--- src/rtl/tpd_pkg.sv ---
// Package: shared types, constants and helpers for the tree path distance block.
`default_nettype none
package tpd_pkg;

  localparam int unsigned NODES   = 65536;
  localparam int unsigned LEVELS  = 16;
  localparam int unsigned NODE_W  = $clog2(NODES);
  localparam int unsigned LVL_W   = (LEVELS > 1) ? $clog2(LEVELS) : 1;
  localparam int unsigned TADDR_W = NODE_W + LVL_W;
  localparam int unsigned DEPTH_W = 16;
  localparam int unsigned DIST_W  = 16;
  localparam int unsigned OP_W    = 2;
  localparam int unsigned ACC_W   = DEPTH_W + 4;
  localparam logic [LVL_W-1:0] LVL_MAX = LVL_W'(LEVELS - 1);

  localparam logic [OP_W-1:0] OP_ROOT  = 2'd0;
  localparam logic [OP_W-1:0] OP_CHILD = 2'd1;
  localparam logic [OP_W-1:0] OP_QUERY = 2'd2;
  localparam logic [OP_W-1:0] OP_NOP   = 2'd3;

  localparam logic [1:0] PAIR_AC = 2'd0;
  localparam logic [1:0] PAIR_BC = 2'd1;
  localparam logic [1:0] PAIR_AB = 2'd2;

  typedef struct packed {
    logic              absent;
    logic [NODE_W-1:0] idx;
  } entry_t;

  typedef enum logic [4:0] {
    CMD_NONE,
    CMD_LOAD,
    CMD_ROOT_WR,
    CMD_CH_RDP,
    CMD_CH_WDEP,
    CMD_CH_WR,
    CMD_CH_RD,
    CMD_CH_GET,
    CMD_RDX,
    CMD_RDY,
    CMD_ORD,
    CMD_LIFT_RD,
    CMD_LIFT_GET,
    CMD_EQ,
    CMD_RU,
    CMD_RV,
    CMD_CMP,
    CMD_R0,
    CMD_R0G,
    CMD_RDL,
    CMD_ACC,
    CMD_FIN
  } cmd_e;

  typedef struct packed {
    cmd_e             op;
    logic [LVL_W-1:0] lvl;
    logic [1:0]       pair;
  } cmd_t;

  typedef struct packed {
    logic cur_absent;
    logic lift_bit;
    logic u_eq_v;
    logic out_busy;
  } sts_t;

  typedef enum logic [4:0] {
    ST_IDLE,
    ST_ROOT,
    ST_CH_RDP,
    ST_CH_WDEP,
    ST_CH_WR,
    ST_CH_RD,
    ST_CH_GET,
    ST_Q_RDX,
    ST_Q_RDY,
    ST_Q_ORD,
    ST_Q_LIFT,
    ST_Q_LIFTG,
    ST_Q_EQ,
    ST_Q_RU,
    ST_Q_RV,
    ST_Q_CMP,
    ST_Q_R0,
    ST_Q_R0G,
    ST_Q_RDL,
    ST_Q_ACC,
    ST_Q_FIN
  } state_e;

  function automatic logic [TADDR_W-1:0] tbl_addr(input logic [NODE_W-1:0] node,
                                                  input logic [LVL_W-1:0] lvl);
    return {node, lvl};
  endfunction

endpackage
`default_nettype wire

--- src/rtl/tpd_ctrl.sv ---
// Controller: sequences inserts and the three LCA searches of a query.
`default_nettype none
module tpd_ctrl (
  input  wire logic                     clk_i,
  input  wire logic                     rst_ni,
  input  wire logic                     in_valid_i,
  input  wire logic [tpd_pkg::OP_W-1:0] in_opcode_i,
  output logic                          in_ready_o,
  input  wire tpd_pkg::sts_t            sts_i,
  output tpd_pkg::cmd_t                 cmd_o
);

  tpd_pkg::state_e             state_q, state_d;
  logic [tpd_pkg::LVL_W-1:0]   lvl_q, lvl_d;
  logic [1:0]                  pair_q, pair_d;

  always_comb begin
    state_d = state_q;
    lvl_d   = lvl_q;
    pair_d  = pair_q;
    unique case (state_q)
      tpd_pkg::ST_IDLE: begin
        lvl_d  = '0;
        pair_d = tpd_pkg::PAIR_AC;
        if (in_valid_i) begin
          unique case (in_opcode_i)
            tpd_pkg::OP_ROOT:  state_d = tpd_pkg::ST_ROOT;
            tpd_pkg::OP_CHILD: state_d = tpd_pkg::ST_CH_RDP;
            tpd_pkg::OP_QUERY: state_d = tpd_pkg::ST_Q_RDX;
            default:           state_d = tpd_pkg::ST_IDLE;
          endcase
        end
      end
      tpd_pkg::ST_ROOT: begin
        if (lvl_q == tpd_pkg::LVL_MAX) state_d = tpd_pkg::ST_IDLE;
        else lvl_d = lvl_q + 1'b1;
      end
      tpd_pkg::ST_CH_RDP:  state_d = tpd_pkg::ST_CH_WDEP;
      tpd_pkg::ST_CH_WDEP: state_d = tpd_pkg::ST_CH_WR;
      tpd_pkg::ST_CH_WR: begin
        if (lvl_q == tpd_pkg::LVL_MAX) state_d = tpd_pkg::ST_IDLE;
        else if (sts_i.cur_absent) lvl_d = lvl_q + 1'b1;
        else state_d = tpd_pkg::ST_CH_RD;
      end
      tpd_pkg::ST_CH_RD: state_d = tpd_pkg::ST_CH_GET;
      tpd_pkg::ST_CH_GET: begin
        lvl_d   = lvl_q + 1'b1;
        state_d = tpd_pkg::ST_CH_WR;
      end
      tpd_pkg::ST_Q_RDX: state_d = tpd_pkg::ST_Q_RDY;
      tpd_pkg::ST_Q_RDY: state_d = tpd_pkg::ST_Q_ORD;
      tpd_pkg::ST_Q_ORD: begin
        lvl_d   = '0;
        state_d = tpd_pkg::ST_Q_LIFT;
      end
      tpd_pkg::ST_Q_LIFT: begin
        if (sts_i.lift_bit) state_d = tpd_pkg::ST_Q_LIFTG;
        else if (lvl_q == tpd_pkg::LVL_MAX) state_d = tpd_pkg::ST_Q_EQ;
        else lvl_d = lvl_q + 1'b1;
      end
      tpd_pkg::ST_Q_LIFTG: begin
        if (lvl_q == tpd_pkg::LVL_MAX) state_d = tpd_pkg::ST_Q_EQ;
        else begin
          lvl_d   = lvl_q + 1'b1;
          state_d = tpd_pkg::ST_Q_LIFT;
        end
      end
      tpd_pkg::ST_Q_EQ: begin
        lvl_d   = tpd_pkg::LVL_MAX;
        state_d = sts_i.u_eq_v ? tpd_pkg::ST_Q_RDL : tpd_pkg::ST_Q_RU;
      end
      tpd_pkg::ST_Q_RU: state_d = tpd_pkg::ST_Q_RV;
      tpd_pkg::ST_Q_RV: state_d = tpd_pkg::ST_Q_CMP;
      tpd_pkg::ST_Q_CMP: begin
        if (lvl_q == '0) state_d = tpd_pkg::ST_Q_R0;
        else begin
          lvl_d   = lvl_q - 1'b1;
          state_d = tpd_pkg::ST_Q_RU;
        end
      end
      tpd_pkg::ST_Q_R0:  state_d = tpd_pkg::ST_Q_R0G;
      tpd_pkg::ST_Q_R0G: state_d = tpd_pkg::ST_Q_RDL;
      tpd_pkg::ST_Q_RDL: state_d = tpd_pkg::ST_Q_ACC;
      tpd_pkg::ST_Q_ACC: begin
        if (pair_q == tpd_pkg::PAIR_AB) state_d = tpd_pkg::ST_Q_FIN;
        else begin
          pair_d  = pair_q + 1'b1;
          state_d = tpd_pkg::ST_Q_RDX;
        end
      end
      tpd_pkg::ST_Q_FIN: begin
        if (!sts_i.out_busy) state_d = tpd_pkg::ST_IDLE;
      end
      default: state_d = tpd_pkg::ST_IDLE;
    endcase
  end

  always_comb begin
    in_ready_o  = (state_q == tpd_pkg::ST_IDLE);
    cmd_o.lvl   = lvl_q;
    cmd_o.pair  = pair_q;
    unique case (state_q)
      tpd_pkg::ST_IDLE:    cmd_o.op = in_valid_i ? tpd_pkg::CMD_LOAD : tpd_pkg::CMD_NONE;
      tpd_pkg::ST_ROOT:    cmd_o.op = tpd_pkg::CMD_ROOT_WR;
      tpd_pkg::ST_CH_RDP:  cmd_o.op = tpd_pkg::CMD_CH_RDP;
      tpd_pkg::ST_CH_WDEP: cmd_o.op = tpd_pkg::CMD_CH_WDEP;
      tpd_pkg::ST_CH_WR:   cmd_o.op = tpd_pkg::CMD_CH_WR;
      tpd_pkg::ST_CH_RD:   cmd_o.op = tpd_pkg::CMD_CH_RD;
      tpd_pkg::ST_CH_GET:  cmd_o.op = tpd_pkg::CMD_CH_GET;
      tpd_pkg::ST_Q_RDX:   cmd_o.op = tpd_pkg::CMD_RDX;
      tpd_pkg::ST_Q_RDY:   cmd_o.op = tpd_pkg::CMD_RDY;
      tpd_pkg::ST_Q_ORD:   cmd_o.op = tpd_pkg::CMD_ORD;
      tpd_pkg::ST_Q_LIFT:  cmd_o.op = tpd_pkg::CMD_LIFT_RD;
      tpd_pkg::ST_Q_LIFTG: cmd_o.op = tpd_pkg::CMD_LIFT_GET;
      tpd_pkg::ST_Q_EQ:    cmd_o.op = tpd_pkg::CMD_EQ;
      tpd_pkg::ST_Q_RU:    cmd_o.op = tpd_pkg::CMD_RU;
      tpd_pkg::ST_Q_RV:    cmd_o.op = tpd_pkg::CMD_RV;
      tpd_pkg::ST_Q_CMP:   cmd_o.op = tpd_pkg::CMD_CMP;
      tpd_pkg::ST_Q_R0:    cmd_o.op = tpd_pkg::CMD_R0;
      tpd_pkg::ST_Q_R0G:   cmd_o.op = tpd_pkg::CMD_R0G;
      tpd_pkg::ST_Q_RDL:   cmd_o.op = tpd_pkg::CMD_RDL;
      tpd_pkg::ST_Q_ACC:   cmd_o.op = tpd_pkg::CMD_ACC;
      tpd_pkg::ST_Q_FIN:   cmd_o.op = sts_i.out_busy ? tpd_pkg::CMD_NONE : tpd_pkg::CMD_FIN;
      default:             cmd_o.op = tpd_pkg::CMD_NONE;
    endcase
  end

  always_ff @(posedge clk_i or negedge rst_ni) begin
    if (!rst_ni) begin
      state_q <= tpd_pkg::ST_IDLE;
      lvl_q   <= '0;
      pair_q  <= tpd_pkg::PAIR_AC;
    end else begin
      state_q <= state_d;
      lvl_q   <= lvl_d;
      pair_q  <= pair_d;
    end
  end

endmodule
`default_nettype wire

--- config.mk ---
export PLATFORM = sky130hd
export DESIGN_NAME = tpd_ctrl
export DESIGN_NICKNAME = d
export VERILOG_FILES = /design/src/rtl/tpd_pkg.sv /design/src/rtl/tpd_ctrl.sv
export SDC_FILE = /design/constraint.sdc
export NUM_CORES = 1
export LEC_CHECK = 0
export BUFFER_PORTS_ARGS = -buffer_cell sky130_fd_sc_hd__buf_2
export CAP_MARGIN = 30
export CORE_UTILIZATION = 25
export DETAILED_ROUTE_END_ITERATION = 8
export SLEW_MARGIN = 20
export SYNTH_ARGS = -nofsm -noshare
export SYNTH_HDL_FRONTEND = slang
export SYNTH_SLANG_ARGS = --single-unit
--- constraint.sdc ---
create_clock -name clk_i -period 3.3 [get_ports clk_i]
set_clock_uncertainty 0.2 [all_clocks]
set_input_delay 0.33 -clock clk_i [delete_from_list [all_inputs] [get_ports clk_i]]
set_output_delay 0.33 -clock clk_i [all_outputs]
set_load 0.01 [all_outputs]
==> flow_results.org, run 1 <==
** Timing
- Fmax achieved :: 0.386 GHz
- The worst path needs 2.59 ns of the cycle, external delays included.
- Min setup slack post-route :: ~0.71 ns
- Final setup violation count :: 0
- Setup repair after global routing missed its margin :: no
- Headroom to the max-slew limit :: between 50% and 60%
- For the final routed database, the setup TNS stands at 0 ns.
- Slew Viols, Final :: 0
- The hold violation total from the final report is 0.
- Slew at the pin with the worst max-slew slack :: 0.685 ns
- The final critical path takes up around 80% of the cycle.

** Yosys
- Of all cell types, the one taking the most synthesized area is sky130_fd_sc_hd__dfrtp_1.
- Mapped Cells :: 158
- Synth async-reset ratio :: 100%
- Sequential element share of the synthesized area :: between 20 and 25%
- Synth area leaders :: sky130_fd_sc_hd__dfrtp_1 (20%), sky130_fd_sc_hd__ha_1 (5.6%), sky130_fd_sc_hd__mux2_4 (4.4%)
- Post-Synthesis Net Count :: 174
- Avg Inst Size Synth :: between 8 and 9 um2
- The synthesized netlist occupies a cell area of roughly 1400 um2.
- In this run, distinct cell masters in the synthesized netlist total 60.
- After synthesis, the largest area contributor takes up 20.4% of total cell area.
- Number of warnings printed during yosys synthesis :: 0
- Number of synthesized flops with an enable pin :: 0
- After synthesis the netlist holds a flip-flop and latch count of 11.
- Most used DFF post-synth :: sky130_fd_sc_hd__dfrtp_1

** Critical path
- Start point of the critical path :: state_q[4]
- Setup slack of the most critical reg-to-reg path :: 0.71 ns
- Worst reg2reg endpoint :: lvl_q[3]
- Maximum fanout encountered on the critical timing path :: 7
- The number of cells on the worst reg-to-reg path is 9.
- STA classifies the critical path startpoint as a register.
- Data on the critical path is required at its endpoint by between 3 and 4 ns.
- STA puts the critical path data arrival time at 2.51 ns.
- The critical path is of the register to register type.
- Startpoint of the most critical register-to-register path :: state_q[4]
- STA classifies the critical path endpoint as a register.

** Power and ir drop
- Net switching is about 49% of the power.
- The internal power of the cells totals ~0.7 mW.
- In this run the power density over the cells is 866 nW/um2.
- Power spent charging and discharging nets :: 0.652 mW
- VDD sags by at most about 0.00021 V.
- Static leakage power :: 0.709 nW
- The clock network is responsible for around a tenth of the overall power.
- Per report_power, the combinational group accounts for between 70 and 80% of the total.
- Sequential share of power :: 18.8%

** Placed design
- The wire-length estimate of the detail-placed layout is between 2000 and 3000 um.
- Routability cong. :: between 0.8 and 0.9
- Port buffering added 20 buffers.
- Timing analysis after detailed placement gives a worst setup slack of 0.732 ns.
- After detailed placement, the design holds a cell count of 241.

** CTS
- After clock tree synthesis, the clock-pin slew on the worst setup and hold paths is ~0.050 ns.
- Buffers inserted during post-CTS setup optimization :: 0
- The cell sitting at the root of the clock tree is a sky130_fd_sc_hd__clkbuf_8.
- Buffers inserted during clock tree synthesis total 3.
- TritonCTS built the clock tree.
- The clock passes through at most 2 buffers.
- H-tree Lvls :: 1
- Counting every sink on the clock net gives 11.
- Worst skew pair latency :: 0.23 ns

** Layout
- For this run, the number of standard cells in the final layout without fillers is 246.
- 0 antenna diodes ended up in the layout.
- Post-layout nets :: 193
- Compared with the post-synthesis result, the final layout area differs by 14.8%.
- Share of post-route cells with drive strength above 1 :: 26.1%

** Global routing
- The first global-routing pass estimated 5620 um of wire.
- The number of global-route vias before repair is roughly 1.2k.
- Pin count of the biggest net entering global routing :: 22
- The initial antenna violation count was 0.
- GR Util All Layers :: approximately an eighth
- After global routing the overflow that remains totals 0.

** Route
- Detailed Route WL :: 3460 um
- After detailed routing, the average wire length per cell comes to between 10 and 15 um.
- DR pass1 iterations :: 4
- Average vias per placed instance :: 5.24
- After the first detailed-routing iteration, the DRC count stood at 185.
- Total number of vias :: 1,288
- Total DRC errors in the routed layout :: 0
- The detail route stage leaves a number of antenna-violating nets equal to 0.

** Floorplanning
- Initial cell density of the core :: 26.1%
- Die Y-Extent :: 75.5 um
- In this run the horizontal extent of the chip is 75.5 um.
- Placeable core area :: between 5000 and 6000 um2
- The floorplan step defined a die boundary enclosing 5700 um2.
- Row count :: 26
- For this design the top-level I/O count stands at 21.

** Run
- Across the run, the number of max-cap violations was 0.

** Min path
- Counting instances, the worst hold path has a depth of 3.
- The path with the worst hold slack has its endpoint at state_q[4].
- Path class of the lowest-slack min-delay path :: input port to register
- In this run the most critical hold path is launched from sts_i[1].

** Status
- The run finished with clean final reports.
[kinds of logic after synthesis]
| family | after synthesis | synth area share, % |
|---|---|---|
| DFF | 11 | 20.4 |
| and+or+nand+nor | 60 | 27.0 |
| AOI/OAI and AO/OA | 45 | 24.6 |
| buffers and inverters | 22 | 8.70 |
| adders and majority gates | 7 | 7.04 |
| xor gates and xnor gates | 6 | 5.46 |
| muxes | 7 | 6.76 |
[power by group through the flow]
stage / clock network, mW / registers, mW / logic, mW
floorplan: 0 / 0.240 / 0.777
detailed placement: 0 / 0.256 / 0.959
global route: 0.139 / 0.262 / 1.06
global placement: 0 / 0.257 / 0.959
finish: 0.130 / 0.253 / 0.962
CTS: 0.135 / 0.254 / 0.963
[per-stage QoR]
stage | instance area [um2] | util, % | total power [mW] | hold WS (ns)
after detailed placement | 1500 | 28.9 | 1.22 | 0.0116
final | 1550 | 30.0 | 1.34 | 0.292
after floorplan | 1350 | - | 1.02 | -0.166
after global routing | 1550 | 30.0 | 1.46 | 0.295
after CTS | 1550 | 30.0 | 1.35 | 0.270
after global placement | 1500 | 28.9 | 1.22 | 0.0108
[layout by cell type, fill, tap and decap left out, types with 3 or more instances in the layout]
cell type and count:
sky130_fd_sc_hd__a21oi_1 5, sky130_fd_sc_hd__a22oi_1 3, sky130_fd_sc_hd__and3_1 3, sky130_fd_sc_hd__buf_2 20, sky130_fd_sc_hd__buf_4 5, sky130_fd_sc_hd__clkbuf_8 3
sky130_fd_sc_hd__dfrtp_1 11, sky130_fd_sc_hd__ha_1 6, sky130_fd_sc_hd__inv_1 9, sky130_fd_sc_hd__mux2_4 4, sky130_fd_sc_hd__nand2_1 13, sky130_fd_sc_hd__nand2b_1 3
sky130_fd_sc_hd__nand3_1 6, sky130_fd_sc_hd__nand4_1 4, sky130_fd_sc_hd__nor2_1 9, sky130_fd_sc_hd__nor2b_1 3, sky130_fd_sc_hd__nor3_1 4, sky130_fd_sc_hd__o21ai_0 11
sky130_fd_sc_hd__xor2_1 3
[what timing repair did]
action,in CTS,in global routing
setup endpoints to repair,0,0
hold buffers,1,0
gates resized for setup,0,0
hold endpoints to repair,11,0
[routing by layer]
metal  global-route usage, %  wire length (um)
met5                       0                 0
met2                    18.9              1610
met3                    2.65               258
met1                    18.6              1530
met4                    2.67                51
[flip-flops by register name, summed over array words and instances (netlist names)]
name / flops
state_q: 5
lvl_q: 4
pair_q: 2
[synthesized netlist by cell type (all sizes together), types with 3 or more instances]
library cell	number
nor2b	3
inv	10
mux2	5
ha	6
and3	3
a32oi	3
a2bb2oi	3
nand2	13
nor2	10
o21ai	13
dfrtp	11
buf	10
xor2	4
nand4	6
a21oi	5
nor3	5
nand2b	3
a22oi	3
nand3	7
[final cells by class]
class	count	area (um2)
multi-input cells	125	958
well taps	70	87.6
repair buffers	26	148
inverters	10	37.5
fillers	552	3620
clock buffers	4	45.0
flip-flops and latches	11	275
[worst max-delay path: stages (launching register included)]
cell	delay, ns
sky130_fd_sc_hd__dfrtp_1	0.37
sky130_fd_sc_hd__nor2b_1	0.54
sky130_fd_sc_hd__nand3_4	0.18
sky130_fd_sc_hd__inv_2	0.13
sky130_fd_sc_hd__ha_1	0.23
sky130_fd_sc_hd__a21o_1	0.17
sky130_fd_sc_hd__a21oi_1	0.16
sky130_fd_sc_hd__xnor3_1	0.15
sky130_fd_sc_hd__o21ai_1	0.06
sky130_fd_sc_hd__mux2_4	0.27
[worst max path at each step]
stage	end	slack (ns)	cells after the start
6_report	lvl_q[3]	0.71	9
5_1_grt	lvl_q[3]	0.58	9
4_1_cts	lvl_q[3]	0.71	9
3_5_place_dp	lvl_q[3]	0.73	9
3_3_place_gp	lvl_q[3]	0.75	9
2_1_floorplan	lvl_q[3]	1.14	10
(Power assumes the default switching activity.)
==> run 2, diff against run 1 <==
==> constraint.sdc (replaced) <==
create_clock -name clk_i -period 2.2 [get_ports clk_i]
set_clock_uncertainty 0.2 [all_clocks]
set_input_delay 0.22 -clock clk_i [delete_from_list [all_inputs] [get_ports clk_i]]
set_output_delay 0.22 -clock clk_i [all_outputs]
set_load 0.01 [all_outputs]
==> flow_results.org, run 2 (synthesis results as in run 1) <==
** Route
- The number of DRC markers after the initial detailed-route iteration was 150 (-19%).
- The average via count per standard cell was 5.17 (-1.2%).
- The number of vias in the routed layout was 1,324 (+2.8%).
- The residual antenna-violating net count after detailed routing was 0 (unchanged).
- WL per Instance :: 13.6 um (-2.9%)
- DR pass1 iterations :: 4 (unchanged)
- The wire length after detailed routing is 3490 um (+1.1%).
- The remaining design rule violation count came to 0 (unchanged).

** Timing
- The final period utilization was 95.0% (+17 points).
- The fmax was 0.478 GHz (+24%).
- The minimum setup slack in the final design was 0.109 ns (-0.600 ns).
- The transition at the pin with the smallest max-transition slack came to 0.357 ns (-0.328 ns).
- Setup repair after global routing missed its margin :: no
- The hold violation total from the final report came to 0 (unchanged).
- Headroom to the max-slew limit :: 75.6% (+21 points)
- The setup TNS was 0 ns (unchanged).
- Slew Viols, Final :: 0 (unchanged)
- The minimum hold slack was 0.158 ns (-0.134 ns).
- Crit path time final :: 2.09 ns (-0.500 ns)
- Final setup violation count :: 0 (unchanged)

** Floorplanning
- The total die area came to 5700 um2 (unchanged).
- Row count :: 26 (unchanged)
- The core area is 5170 um2 (unchanged).
- Die width :: 75.5 um (unchanged)
- The number of ports placed on the die boundary came to 21 (unchanged).
- The starting utilization of the core area was 26.1% (unchanged).
- Die Y-Extent :: 75.5 um (unchanged)

** Run
- The number of max-cap violations is 0 (unchanged).

** Layout
- Core Util, Final :: 31.9% (+1.9 points)
- Register containing the most flip-flops in the final layout :: state_q
- Share of post-route cells with drive strength above 1 :: 31.7% (+5.6 points)
- The antenna cell count was 0 (unchanged).
- Relative to the synthesized area, the layout overhead comes to 22.2%.
- Area of all placed cells without fillers :: 1650 um2 (+6.5%)
- The number of nets in the layout came to 203 (+5.2%).
- The top cell types in the final layout, fill and taps aside, are sky130_fd_sc_hd__buf_2 (20), sky130_fd_sc_hd__buf_4 (14), sky130_fd_sc_hd__nand2_1 (13), sky130_fd_sc_hd__o21ai_0 (11), sky130_fd_sc_hd__dfrtp_1 (11).
- The largest registers in the layout are state_q (5), lvl_q (4), pair_q (2).
- Largest register FFs :: 5 (unchanged)
- The library cell used most frequently in the layout, excluding fill and tap cells, is sky130_fd_sc_hd__buf_2.

** Global routing
- Number of global-route vias before repair :: 1,141 (-1.2%)
- The aggregate global-route resource usage came to 12.5% (-0.16 points).
- Number of antenna violations at the first check in global routing :: 0 (unchanged)
- The remaining global-route overflow is 0 (unchanged).
- The maximum number of pins on one net before global-route repair came to 24 (+9.1%).
- Wire length of the first global-routing pass :: 5440 um (-3.2%)

** Critical path
- The worst-path maximum fanout came to 5 (-2).
- The critical path in this run is classified as register to register.
- Startpoint of the most critical register-to-register path :: state_q[0]
- Length in cells of the worst reg-to-reg path :: 9 (unchanged)
- Worst path required time :: 2.12 ns (-1.10 ns)
- Setup slack of the most critical reg-to-reg path :: 0.11 ns (-0.60 ns)
- Worst path arrival time :: 2.01 ns (-0.50 ns)
- Start point of the critical path :: state_q[0]
- In this run the critical register-to-register path is captured at lvl_q[3].
- CP Launch Type :: register
- The worst setup path is captured at a register.
- Capture point of the worst path :: lvl_q[3]

** CTS
- CTS placed an instance of sky130_fd_sc_hd__clkbuf_8 at the clock tree root.
- Clock tree from TritonCTS :: built
- The number of buffers inserted by post-CTS setup repair is 0 (unchanged).
- Worst skew pair latency :: 0.24 ns (about the same)
- Number of buffers between clock root and the deepest sink :: 2 (unchanged)
- The number of clock sinks is 11 (unchanged).
- H-tree Lvls :: 1 (unchanged)
- The number of CTS-inserted buffers was 3 (unchanged).
- The clock-pin slew on the worst setup and hold paths is 0.05 ns (about the same).

** Placed design
- The post-placement setup slack is 0.0733 ns (-0.659 ns).
- The count of input and output buffers is 20 (unchanged).
- Cell Area, Placed :: 1580 um2 (+5.9%)
- The final HPWL from detailed placement is 2640 um (+0.54%).
- Routability cong. :: 0.879 (+7.9%)

** Power and ir drop
- The peak supply drop came to 0.000299 V (+40%).
- The combinational share of power is 74.7% (+3.1 points).
- Power spent charging and discharging nets :: 1.02 mW (+57%)
- The clock network power share is 9.2% (-0.4 points).
- Sequential share of power :: 16.1% (-2.7 points)
- The areal power density over the cells was 1330 nW/um2 (+53%).
- Internal portion of total power :: 1.16 mW (+68%)
- The switching part of the total came to 46.8% (-1.7 points).
- Static leakage power :: 0.765 nW (+7.9%)

** Min path
- Path class of the lowest-slack min-delay path :: input port to register

** Status
- Result of the run :: finished, final reports clean
-- run 2: final cells by class --
cell class	instances	area, um2
Multi-Input combinational cell	125	971
Sequential cell	11	275
Inverter	10	37.5
Timing Repair Buffer	36	235
Tap cell	70	87.6
Clock buffer	4	45.0
Fill cell	546	3520
-- run 2: what timing repair did --
| action | CTS | global route |
|---|---|---|
| hold endpoints to repair | 11 | 0 |
| setup endpoints to repair | 0 | 2 |
| resized for setup | 0 | 3 |
| hold buffers | 1 | 0 |
-- run 2: critical path, cell delays in order, from the launching register on --
cell and delay [ns]:
sky130_fd_sc_hd__dfrtp_1 0.40, sky130_fd_sc_hd__and2_4 0.20, sky130_fd_sc_hd__nand3_4 0.08, sky130_fd_sc_hd__inv_2 0.06, sky130_fd_sc_hd__ha_1 0.26, sky130_fd_sc_hd__a21o_1 0.18
sky130_fd_sc_hd__a21oi_2 0.13, sky130_fd_sc_hd__xnor3_1 0.14, sky130_fd_sc_hd__o21ai_1 0.06, sky130_fd_sc_hd__mux2_4 0.27
-- run 2: metrics by stage --
stage	cells	power, mW
after detailed placement	251	1.96
final	256	2.19
after CTS	256	2.18
after global routing	256	2.38
after global placement	251	1.97
after floorplan	158	1.53
-- run 2: metal layers --
metal  GRT usage [%]  share of wire, %
met1            17.8                45
met2            19.3                47
met3            2.91               6.7
met4            2.47               1.2
met5               0                 0
-- run 2: power groups by stage --
stage               combinational, mW  sequential, mW  clock, mW
floorplan                        1.16           0.361          0
global placement                 1.61           0.354          0
detailed placement               1.61           0.353          0
CTS                              1.61           0.351      0.210
global route                     1.79           0.364      0.224
finish                           1.64           0.352      0.202
-- run 2: worst min-delay path by stage --
stage          slack [ns]    endpoint  startpoint  depth (start not counted)
2_1_floorplan       -0.28    lvl_q[0]      rst_ni                          0
3_3_place_gp         -0.1   pair_q[0]      rst_ni                          1
3_5_place_dp        -0.09   pair_q[0]      rst_ni                          1
4_1_cts              0.16  state_q[4]    sts_i[1]                          3
5_1_grt              0.17  state_q[4]    sts_i[1]                          3
6_report             0.16  state_q[4]    sts_i[1]                          3
